`config.mk`:
```
export PLATFORM = sky130hd
export DESIGN_NAME = token_scanner
export DESIGN_NICKNAME = d
export VERILOG_FILES = /design/src/rtl/core/tks_pkg.sv /design/src/rtl/core/tks_char_class.sv /design/src/rtl/core/tks_scan_fsm.sv /design/src/rtl/core/tks_res_fifo.sv /design/src/rtl/core/token_scanner.sv
export SDC_FILE = /design/constraint.sdc
export NUM_CORES = 1
export LEC_CHECK = 0
export BUFFER_PORTS_ARGS = -buffer_cell sky130_fd_sc_hd__buf_4
export CORE_MARGIN = 10
export CORE_UTILIZATION = 45
export DETAILED_ROUTE_END_ITERATION = 10
export PLACE_DENSITY_LB_ADDON = 0.25
export RECOVER_POWER = 50
export SYNTH_ARGS = -nofsm -noshare
export SYNTH_HDL_FRONTEND = slang
export SYNTH_SLANG_ARGS = --single-unit
export TNS_END_PERCENT = 10
```
`constraint.sdc`:
```
create_clock -name clk_i -period 6.75 [get_ports clk_i]
set_input_delay 0.3375 -clock clk_i [delete_from_list [all_inputs] [get_ports clk_i]]
set_output_delay 0.3375 -clock clk_i [all_outputs]
set_load 0.005 [all_outputs]
```
`src/rtl/core/tks_pkg.sv`:
```
// token scanner package: sizes, codes, result types and character tables
`timescale 1ns / 1ps

package tks_pkg;

  localparam int unsigned POS_BITS  = 32;
  localparam int unsigned LEN_BITS  = 16;
  localparam int unsigned KIND_BITS = 5;
  localparam int unsigned ERR_BITS  = 2;
  localparam int unsigned CHAR_BITS = 8;

  // m-side tdata: start, length, error kind, bad byte, padded to whole bytes
  localparam int unsigned OUT_FIELD_BITS = POS_BITS + LEN_BITS + ERR_BITS + CHAR_BITS;
  localparam int unsigned OUT_TDATA_W    = ((OUT_FIELD_BITS + 7) / 8) * 8;

  localparam int unsigned FIFO_DEPTH = 4;
  localparam int unsigned FIFO_PTR_W = $clog2(FIFO_DEPTH);
  localparam int unsigned FIFO_CNT_W = $clog2(FIFO_DEPTH + 1);

  localparam int unsigned KW_LEN = 6;

  // token kinds
  localparam logic [KIND_BITS-1:0] KIND_END    = 5'd0;
  localparam logic [KIND_BITS-1:0] KIND_IDENT  = 5'd1;
  localparam logic [KIND_BITS-1:0] KIND_RETURN = 5'd2;
  localparam logic [KIND_BITS-1:0] KIND_DOUBLE = 5'd3;
  localparam logic [KIND_BITS-1:0] KIND_SYM0   = 5'd4;
  localparam logic [KIND_BITS-1:0] KIND_ERROR  = 5'd16;

  // error kinds
  localparam logic [ERR_BITS-1:0] ERR_NONE      = 2'd0;
  localparam logic [ERR_BITS-1:0] ERR_UNKNOWN   = 2'd1;
  localparam logic [ERR_BITS-1:0] ERR_NO_POINT  = 2'd2;
  localparam logic [ERR_BITS-1:0] ERR_NO_DIGIT  = 2'd3;

  // character codes
  localparam logic [CHAR_BITS-1:0] CH_NUL   = 8'h00;
  localparam logic [CHAR_BITS-1:0] CH_ALL1  = 8'hFF;
  localparam logic [CHAR_BITS-1:0] CH_SPACE = 8'h20;
  localparam logic [CHAR_BITS-1:0] CH_TAB   = 8'h09;
  localparam logic [CHAR_BITS-1:0] CH_CR    = 8'h0D;
  localparam logic [CHAR_BITS-1:0] CH_UNDER = 8'h5F;
  localparam logic [CHAR_BITS-1:0] CH_POINT = 8'h2E;
  localparam logic [CHAR_BITS-1:0] CH_LC_A  = 8'h61;
  localparam logic [CHAR_BITS-1:0] CH_LC_Z  = 8'h7A;
  localparam logic [CHAR_BITS-1:0] CH_UC_A  = 8'h41;
  localparam logic [CHAR_BITS-1:0] CH_UC_Z  = 8'h5A;
  localparam logic [CHAR_BITS-1:0] CH_D0    = 8'h30;
  localparam logic [CHAR_BITS-1:0] CH_D9    = 8'h39;

  typedef enum logic [2:0] {
    MODE_IDLE,
    MODE_WORD,
    MODE_INT,
    MODE_POINT,
    MODE_FRAC,
    MODE_DRAIN
  } tks_mode_e;

  typedef struct packed {
    logic       is_end;
    logic       is_space;
    logic       is_letter;
    logic       is_digit;
    logic       is_under;
    logic       is_point;
    logic       is_sym;
    logic [3:0] sym_idx;
  } tks_class_t;

  typedef struct packed {
    logic [KIND_BITS-1:0] kind;
    logic [POS_BITS-1:0]  start;
    logic [LEN_BITS-1:0]  length;
    logic [ERR_BITS-1:0]  err;
    logic [CHAR_BITS-1:0] bad;
    logic                 last;
  } tks_res_t;

  // up to two result words from one accepted byte
  typedef struct packed {
    logic [1:0] cnt;
    tks_res_t   a;
    tks_res_t   b;
  } tks_push_t;

  // letters of the return keyword
  function automatic logic [CHAR_BITS-1:0] kw_char(input logic [2:0] idx);
    logic [CHAR_BITS-1:0] c;
    case (idx)
      3'd0:    c = 8'h72;
      3'd1:    c = 8'h65;
      3'd2:    c = 8'h74;
      3'd3:    c = 8'h75;
      3'd4:    c = 8'h72;
      3'd5:    c = 8'h6E;
      default: c = CH_NUL;
    endcase
    return c;
  endfunction

  // symbol index in token order, bit 4 set on a hit
  function automatic logic [4:0] sym_lookup(input logic [CHAR_BITS-1:0] c);
    logic [4:0] r;
    case (c)
      8'h28:   r = {1'b1, 4'd0};
      8'h29:   r = {1'b1, 4'd1};
      8'h7B:   r = {1'b1, 4'd2};
      8'h7D:   r = {1'b1, 4'd3};
      8'h2C:   r = {1'b1, 4'd4};
      8'h3B:   r = {1'b1, 4'd5};
      8'h3D:   r = {1'b1, 4'd6};
      8'h2B:   r = {1'b1, 4'd7};
      8'h2D:   r = {1'b1, 4'd8};
      8'h2A:   r = {1'b1, 4'd9};
      8'h2F:   r = {1'b1, 4'd10};
      8'h25:   r = {1'b1, 4'd11};
      default: r = 5'd0;
    endcase
    return r;
  endfunction

endpackage

```
`src/rtl/core/tks_char_class.sv`:
```
// byte classifier for the token scanner
`timescale 1ns / 1ps

module tks_char_class import tks_pkg::*; (
  input  logic [CHAR_BITS-1:0] char_i,
  output tks_class_t           class_o
);

  logic [4:0] sym;

  assign sym = sym_lookup(char_i);

  always_comb begin
    class_o.is_end    = (char_i == CH_NUL) || (char_i == CH_ALL1);
    class_o.is_space  = (char_i == CH_SPACE) || ((char_i >= CH_TAB) && (char_i <= CH_CR));
    class_o.is_letter = ((char_i >= CH_LC_A) && (char_i <= CH_LC_Z)) ||
                        ((char_i >= CH_UC_A) && (char_i <= CH_UC_Z));
    class_o.is_digit  = (char_i >= CH_D0) && (char_i <= CH_D9);
    class_o.is_under  = (char_i == CH_UNDER);
    class_o.is_point  = (char_i == CH_POINT);
    class_o.is_sym    = sym[4];
    class_o.sym_idx   = sym[3:0];
  end

endmodule

```
`src/rtl/core/tks_scan_fsm.sv`:
```
// scan state machine: per-byte mode, run tracking and result words
`timescale 1ns / 1ps

module tks_scan_fsm import tks_pkg::*; (
  input  logic                 clk_i,
  input  logic                 rst_ni,
  input  logic                 fire_i,
  input  logic [CHAR_BITS-1:0] char_i,
  input  tks_class_t           class_i,
  output tks_push_t            push_o
);

  tks_mode_e            mode_q, mode_d;
  logic                 kw_q, kw_d;
  logic [POS_BITS-1:0]  start_q, start_d;
  logic [LEN_BITS-1:0]  len_q, len_d;
  logic [POS_BITS-1:0]  pos_q, pos_d;

  // fresh scan of the current byte
  tks_mode_e            f_mode;
  logic                 f_begin;
  logic                 f_emit;
  logic                 f_restart;
  tks_res_t             f_res;

  logic [LEN_BITS-1:0]  len_inc;
  logic                 restart;
  tks_res_t             run_res;
  tks_res_t             err_res;
  logic [1:0]           cnt;
  tks_res_t             res_a, res_b;

  assign len_inc = (len_q == {LEN_BITS{1'b1}}) ? len_q : len_q + 1'b1;

  always_comb begin
    f_mode       = MODE_IDLE;
    f_begin      = 1'b0;
    f_emit       = 1'b0;
    f_restart    = 1'b0;
    f_res.kind   = KIND_END;
    f_res.start  = pos_q;
    f_res.length = LEN_BITS'(1);
    f_res.err    = ERR_NONE;
    f_res.bad    = CH_NUL;
    f_res.last   = 1'b0;
    if (class_i.is_end) begin
      f_emit    = 1'b1;
      f_restart = 1'b1;
    end else if (class_i.is_space) begin
      f_mode = MODE_IDLE;
    end else if (class_i.is_letter) begin
      f_mode  = MODE_WORD;
      f_begin = 1'b1;
    end else if (class_i.is_digit) begin
      f_mode  = MODE_INT;
      f_begin = 1'b1;
    end else if (class_i.is_sym) begin
      f_emit     = 1'b1;
      f_res.kind = KIND_SYM0 + {1'b0, class_i.sym_idx};
    end else begin
      f_mode     = MODE_DRAIN;
      f_emit     = 1'b1;
      f_res.kind = KIND_ERROR;
      f_res.err  = ERR_UNKNOWN;
      f_res.bad  = char_i;
    end
  end

  always_comb begin
    mode_d         = mode_q;
    kw_d           = kw_q;
    start_d        = start_q;
    len_d          = len_q;
    restart        = 1'b0;
    cnt            = 2'd0;

    run_res.kind   = KIND_IDENT;
    run_res.start  = start_q;
    run_res.length = len_q;
    run_res.err    = ERR_NONE;
    run_res.bad    = CH_NUL;
    run_res.last   = 1'b0;

    err_res        = f_res;
    err_res.kind   = KIND_ERROR;
    err_res.err    = (mode_q == MODE_POINT) ? ERR_NO_DIGIT : ERR_NO_POINT;
    err_res.bad    = char_i;

    res_a          = f_res;
    res_b          = f_res;

    case (mode_q)
      MODE_WORD: begin
        if (class_i.is_letter || class_i.is_digit || class_i.is_under) begin
          kw_d  = kw_q && (len_q < LEN_BITS'(KW_LEN)) && (char_i == kw_char(len_q[2:0]));
          len_d = len_inc;
        end else begin
          run_res.kind = (kw_q && (len_q == LEN_BITS'(KW_LEN))) ? KIND_RETURN : KIND_IDENT;
          res_a        = run_res;
          cnt          = f_emit ? 2'd2 : 2'd1;
          mode_d       = f_mode;
          restart      = f_restart;
          kw_d         = 1'b0;
        end
      end
      MODE_INT: begin
        if (class_i.is_digit) begin
          len_d = len_inc;
        end else if (class_i.is_point) begin
          len_d  = len_inc;
          mode_d = MODE_POINT;
        end else begin
          res_a   = err_res;
          cnt     = 2'd1;
          mode_d  = class_i.is_end ? MODE_IDLE : MODE_DRAIN;
          restart = class_i.is_end;
        end
      end
      MODE_POINT: begin
        if (class_i.is_digit) begin
          len_d  = len_inc;
          mode_d = MODE_FRAC;
        end else begin
          res_a   = err_res;
          cnt     = 2'd1;
          mode_d  = class_i.is_end ? MODE_IDLE : MODE_DRAIN;
          restart = class_i.is_end;
        end
      end
      MODE_FRAC: begin
        if (class_i.is_digit) begin
          len_d = len_inc;
        end else begin
          run_res.kind = KIND_DOUBLE;
          res_a        = run_res;
          cnt          = f_emit ? 2'd2 : 2'd1;
          mode_d       = f_mode;
          restart      = f_restart;
        end
      end
      MODE_DRAIN: begin
        if (class_i.is_end) begin
          mode_d  = MODE_IDLE;
          restart = 1'b1;
        end
      end
      default: begin
        cnt     = f_emit ? 2'd1 : 2'd0;
        mode_d  = f_mode;
        restart = f_restart;
      end
    endcase

    // a word or literal starting on this byte, from idle or on the byte ending a run
    if (f_begin && (mode_q == MODE_IDLE ||
        (mode_q == MODE_WORD && !(class_i.is_letter || class_i.is_digit || class_i.is_under)) ||
        (mode_q == MODE_FRAC && !class_i.is_digit))) begin
      start_d = pos_q;
      len_d   = LEN_BITS'(1);
      if (class_i.is_letter) begin
        kw_d = (char_i == kw_char(3'd0));
      end
    end

    pos_d = restart ? '0 : pos_q + 1'b1;

    if (cnt == 2'd2) begin
      res_b.last = 1'b1;
    end else begin
      res_a.last = 1'b1;
    end
  end

  always_ff @(posedge clk_i or negedge rst_ni) begin
    if (!rst_ni) begin
      mode_q  <= MODE_IDLE;
      kw_q    <= 1'b0;
      start_q <= '0;
      len_q   <= '0;
      pos_q   <= '0;
    end else if (fire_i) begin
      mode_q  <= mode_d;
      kw_q    <= kw_d;
      start_q <= start_d;
      len_q   <= len_d;
      pos_q   <= pos_d;
    end
  end

  always_comb begin
    push_o.cnt = fire_i ? cnt : 2'd0;
    push_o.a   = res_a;
    push_o.b   = res_b;
  end

endmodule

```
`src/rtl/core/tks_res_fifo.sv`:
```
// result queue: takes up to two words per cycle, hands out one
`timescale 1ns / 1ps

module tks_res_fifo import tks_pkg::*; (
  input  logic      clk_i,
  input  logic      rst_ni,
  input  tks_push_t push_i,
  output logic      room_o,
  output logic      out_valid_o,
  input  logic      out_ready_i,
  output tks_res_t  out_res_o
);

  tks_res_t                ent_q [FIFO_DEPTH];
  logic [FIFO_PTR_W-1:0]   wr_ptr_q, wr_ptr_d;
  logic [FIFO_PTR_W-1:0]   rd_ptr_q, rd_ptr_d;
  logic [FIFO_CNT_W-1:0]   cnt_q, cnt_d;
  logic [FIFO_PTR_W-1:0]   wr_ptr_nx;
  logic                    pop;

  // room for a byte that gives two words
  assign room_o      = cnt_q <= FIFO_CNT_W'(FIFO_DEPTH - 2);
  assign out_valid_o = cnt_q != '0;
  assign out_res_o   = ent_q[rd_ptr_q];
  assign pop         = out_valid_o && out_ready_i;

  always_comb begin
    wr_ptr_nx = FIFO_PTR_W'(wr_ptr_q + 1'b1);
    wr_ptr_d  = FIFO_PTR_W'(wr_ptr_q + push_i.cnt);
    rd_ptr_d  = FIFO_PTR_W'(rd_ptr_q + pop);
    cnt_d     = FIFO_CNT_W'(cnt_q + FIFO_CNT_W'(push_i.cnt) - FIFO_CNT_W'(pop));
  end

  always_ff @(posedge clk_i) begin
    if (push_i.cnt != 2'd0) begin
      ent_q[wr_ptr_q] <= push_i.a;
    end
    if (push_i.cnt == 2'd2) begin
      ent_q[wr_ptr_nx] <= push_i.b;
    end
  end

  always_ff @(posedge clk_i or negedge rst_ni) begin
    if (!rst_ni) begin
      wr_ptr_q <= '0;
      rd_ptr_q <= '0;
      cnt_q    <= '0;
    end else begin
      wr_ptr_q <= wr_ptr_d;
      rd_ptr_q <= rd_ptr_d;
      cnt_q    <= cnt_d;
    end
  end

endmodule

```
`src/rtl/core/token_scanner.sv`:
```
// token scanner top level: byte stream in, token stream out
//
//   channel   dir  width       carries
//   s_axis    in   8           one source byte per word
//   m_axis    out  64 + 5 + 1  token start, length, error, bad byte; kind; last
//
// each accepted byte is scanned in the cycle it is taken; its zero, one or two
// token words are registered into a four-word result queue that feeds m_axis
// a byte is taken every cycle while the queue has room for two words
// m_axis stalls back up into s_axis only once the queue holds three words
// reset clears scan mode, run tracking, byte position and queue pointers; no clearing pass
module token_scanner import tks_pkg::*; (
  input  logic                   clk_i,
  input  logic                   rst_ni,
  input  logic                   s_axis_tvalid,
  output logic                   s_axis_tready,
  input  logic [CHAR_BITS-1:0]   s_axis_tdata,   // in_char
  output logic                   m_axis_tvalid,
  input  logic                   m_axis_tready,
  // token_start, token_length, error_kind, bad_char, zero pad
  output logic [OUT_TDATA_W-1:0] m_axis_tdata,
  output logic [KIND_BITS-1:0]   m_axis_tuser,   // token_kind
  output logic                   m_axis_tlast    // last_of_run
);

  tks_class_t cls;
  tks_push_t  push;
  tks_res_t   res;
  logic       room;
  logic       fire;

  assign s_axis_tready = room;
  assign fire          = s_axis_tvalid && room;

  tks_char_class u_class (
    .char_i  (s_axis_tdata),
    .class_o (cls)
  );

  tks_scan_fsm u_scan (
    .clk_i   (clk_i),
    .rst_ni  (rst_ni),
    .fire_i  (fire),
    .char_i  (s_axis_tdata),
    .class_i (cls),
    .push_o  (push)
  );

  tks_res_fifo u_fifo (
    .clk_i       (clk_i),
    .rst_ni      (rst_ni),
    .push_i      (push),
    .room_o      (room),
    .out_valid_o (m_axis_tvalid),
    .out_ready_i (m_axis_tready),
    .out_res_o   (res)
  );

  assign m_axis_tdata = OUT_TDATA_W'({res.bad, res.err, res.length, res.start});
  assign m_axis_tuser = res.kind;
  assign m_axis_tlast = res.last;

endmodule
```
==> run metrics <==
Tcrit/Tclk final a little under 80%; Worst-Margin Slew 2.56 ns; # diodes 0; leading area contributor after synthesis edfxtp_1; critical path class in2reg; Setup TNS Final 0 ns; first-pass GRT wire length 73600 microns; most instantiated cells after synthesis 245 x nand2_1, 188 x edfxtp_1, 97 x o2bb2ai_1; Detail Route Antenna Nets 0; DR pass1 iterations 5; Synth Area in Simple Gates roughly 14%; CTS Buf Count 38; Net Sw Frac approximately a third; H-tree Lvls 2; r2r endpoint u_fifo.ent_q[2][9]; gr usage total between 10% and 20%; CP max stage cell clkbuf_1; TritonCTS clock tree done; vias in the first global route roughly 12000; multiplexer share of the synthesized area a little over a tenth; Worst Hold End u_fifo.rd_ptr_q[0]; Power Dens Cells roughly 350 nW/um^2; post-CTS sizing 0; reg2reg path depth 8; via/cell ratio around 6.0; Max Clock Freq ~190 MHz; RSZ-0062 raised after global routing no; Worst Path Required about 7 ns; adder-cell share of the synthesized area about 1.1%; largest net degree at the start of global routing 79; count of input and output buffers a little under 80; die width between 200 and 250 microns; Synth warnings 0; area grow syn2layout 10.6%; Area contributors post-synth edfxtp_1 33%, dfrtp_1 13%, mux4_2 8.4%; Reg clk slew, reported paths 0.06 ns; GRT overflow 0; clock root cell clkbuf_16; drt initial violations ~1300; Hold Path Cell Cnt 3; Final Skew between 0.01 and 0.015 ns; reg2reg start u_scan.mode_q[0]; mean post-synth cell area approximately 11 sq um; die area about 46000 sq um; Synth Instances approximately 1500; R2R setup slack between 1.5 and 2 ns; Compound-Gate Fraction of Synth Area between 10% and 20%; hold wc startpoint m_axis_tready; slew margin rel. -70.6%; CTS Buffer Depth 3; Final setup viols 0; worst ir drop on vdd ~160 uV; Crit Path Max Fanout approximately 40; Vias 12439; dominant synthesized flop cell edfxtp_1; initial core utilization a little under half; max-cap violations 7; sequential area share after synthesis a little over half; detailed placement HPWL approximately 29000 microns; Startpoint Class primary input; critical-path cell list clkbuf_1 > or3b_1 > nor3_1 > a21o_4 > o21ai_4 > clkbuf_1 > o31ai_4 > buf_4 > nand2_2 > buf_4; placed cell area approximately 18000 sq um; FFs w/ async S/R, synth a little over a quarter; type of the most critical hold path in2reg; main combinational cell family by area after synthesis compound AO/OA/AOI/OAI gates; Internal around 4400 uW; library cells used by synthesis 77; power share of the combinational group around 30%; Slew Viols, Final ~270; crit path DAT 5.58 ns; Flop pwr share 40.7%; Sink Count roughly 350; global placement routability congestion about 0.91; critical path buffer and inverter count 4; final instance area roughly 19000 sq um; failing checks capacitance limit, slew limit; most common cell in the netlist nand2_1; I/O pins 84; CP Capture Type flop; static leakage 0.00715 uW; FF+latch count, synth between 300 and 400; Fin. Hold Viols 0; initial antenna violation count 1; Die Y-Extent between 200 and 250 microns; Site Rows 71; Top Family by Delay on Critical Path buffers and inverters; Synth top area share roughly 33%; Cell Area, Synth 17200 sq um; Core ar. between 30000 and 40000 sq um; DR WL/cell 23.0 microns; Final #Nets roughly 1500; Switch Pwr approximately 2300 uW; Synth Area in XOR/XNOR approximately 1.9%; Post-synth EDFFs roughly 190; worst stage delay on the critical path a little over 0.8 ns; clock share of power 29.4%; Tmin final between 5 and 6 ns; worst skew pair latency 0.54 ns; Routed WL roughly 47000 microns; DRC Markers 0; share of cells above drive strength 1 a little over an eighth; run status finished, violations left
==> power groups by stage <==
stage               Sequential (uW)  Clock [uW]  Combinational [uW]
finish                         2740        1980                2010
detailed placement             2780           0                2110
CTS                            2740        2010                2120
global placement               2770           0                2100
floorplan                      2610           0                1400
global route                   2770        2090                2160
==> placed cells by master, fill, tap and decap left out, types with 52 or more instances in the layout <==
cell type  count
o21ai_0       68
mux4_2        64
edfxtp_1     188
nand2_1      241
nand3_1       63
clkbuf_1      52
o2bb2ai_1     97
nor2_1        76
dfxtp_1       68
dfrtp_1       90
==> worst min-delay path: stages <==
cell and delay [ns]:
buf_4 0.07, and2_0 0.16, ha_1 0.13
==> stage by stage <==
step                      setup WS [ns]  util, %  total power [uW]  hold WS (ns)  cells
final                              1.43     50.4              6730         0.208   2058
after global routing               1.19     50.4              7020         0.224   2058
after CTS                          2.45     50.9              6870         0.164   2058
after detailed placement           2.32     47.8              4900         0.395   1988
after global placement             2.38     47.8              4870         0.393   1988
after floorplan                    3.08        -              4000        0.0419   1522
==> worst max-delay path by stage <==
stage	start	to	slack, ns	depth (start not counted)
after floorplan	s_axis_tdata[7]	u_fifo.ent_q[2][4]	3.08	9
after global placement	s_axis_tdata[6]	u_fifo.ent_q[2][0]	2.38	10
after detailed placement	s_axis_tdata[6]	u_fifo.ent_q[2][0]	2.32	10
after CTS	u_scan.mode_q[0]	u_fifo.ent_q[2][9]	2.45	8
after global routing	s_axis_tdata[5]	u_fifo.ent_q[2][9]	1.19	10
final	s_axis_tdata[5]	u_fifo.ent_q[2][9]	1.43	10
==> final cells by class <==
class,count,area [sq um]
Clock buffer,61,1110
Clock inverter,8,66.3
Sequential cell,347,9290
Tap cell,511,639
Timing Repair Buffer,101,621
Inverter,18,67.6
Fill cell,3401,18700
Multi-Input combinational cell,1012,7200
==> state kept, by name, summed over array words and instances (netlist names) <==
signal           flops
u_fifo.cnt_q         3
u_fifo.ent_q       256
u_fifo.rd_ptr_q      2
u_fifo.wr_ptr_q      2
u_scan.kw_q          1
u_scan.len_q        16
u_scan.mode_q        3
u_scan.pos_q        32
u_scan.start_q      32
==> logic make-up (layout without fill, tap and decap cells) <==
kind of cell	after synthesis	after routing
buf+inv	163	188
flops	347	347
xor+xnor	37	37
simple gates	524	524
fa+ha+maj	14	14
other cells	1	6
mux	101	101
compound gates	330	330
==> metal layers <==
| metal | routed length [microns] | track usage [%] | vias to the layer above |
|---|---|---|---|
| li1 | - | - | 5643 |
| met1 | 21300 | 28.1 | 6261 |
| met2 | 21900 | 31.4 | 472 |
| met3 | 3380 | 3.55 | 63 |
| met4 | 811 | 4.53 | 0 |
| met5 | 0 | 0 | - |
==> timing repair <==
item                                   in CTS  in global routing
setup buffers                               0                  0
endpoints found under the hold margin      37                  0
hold buffers                                1                  0
Power figures use the tool's default switching activity.
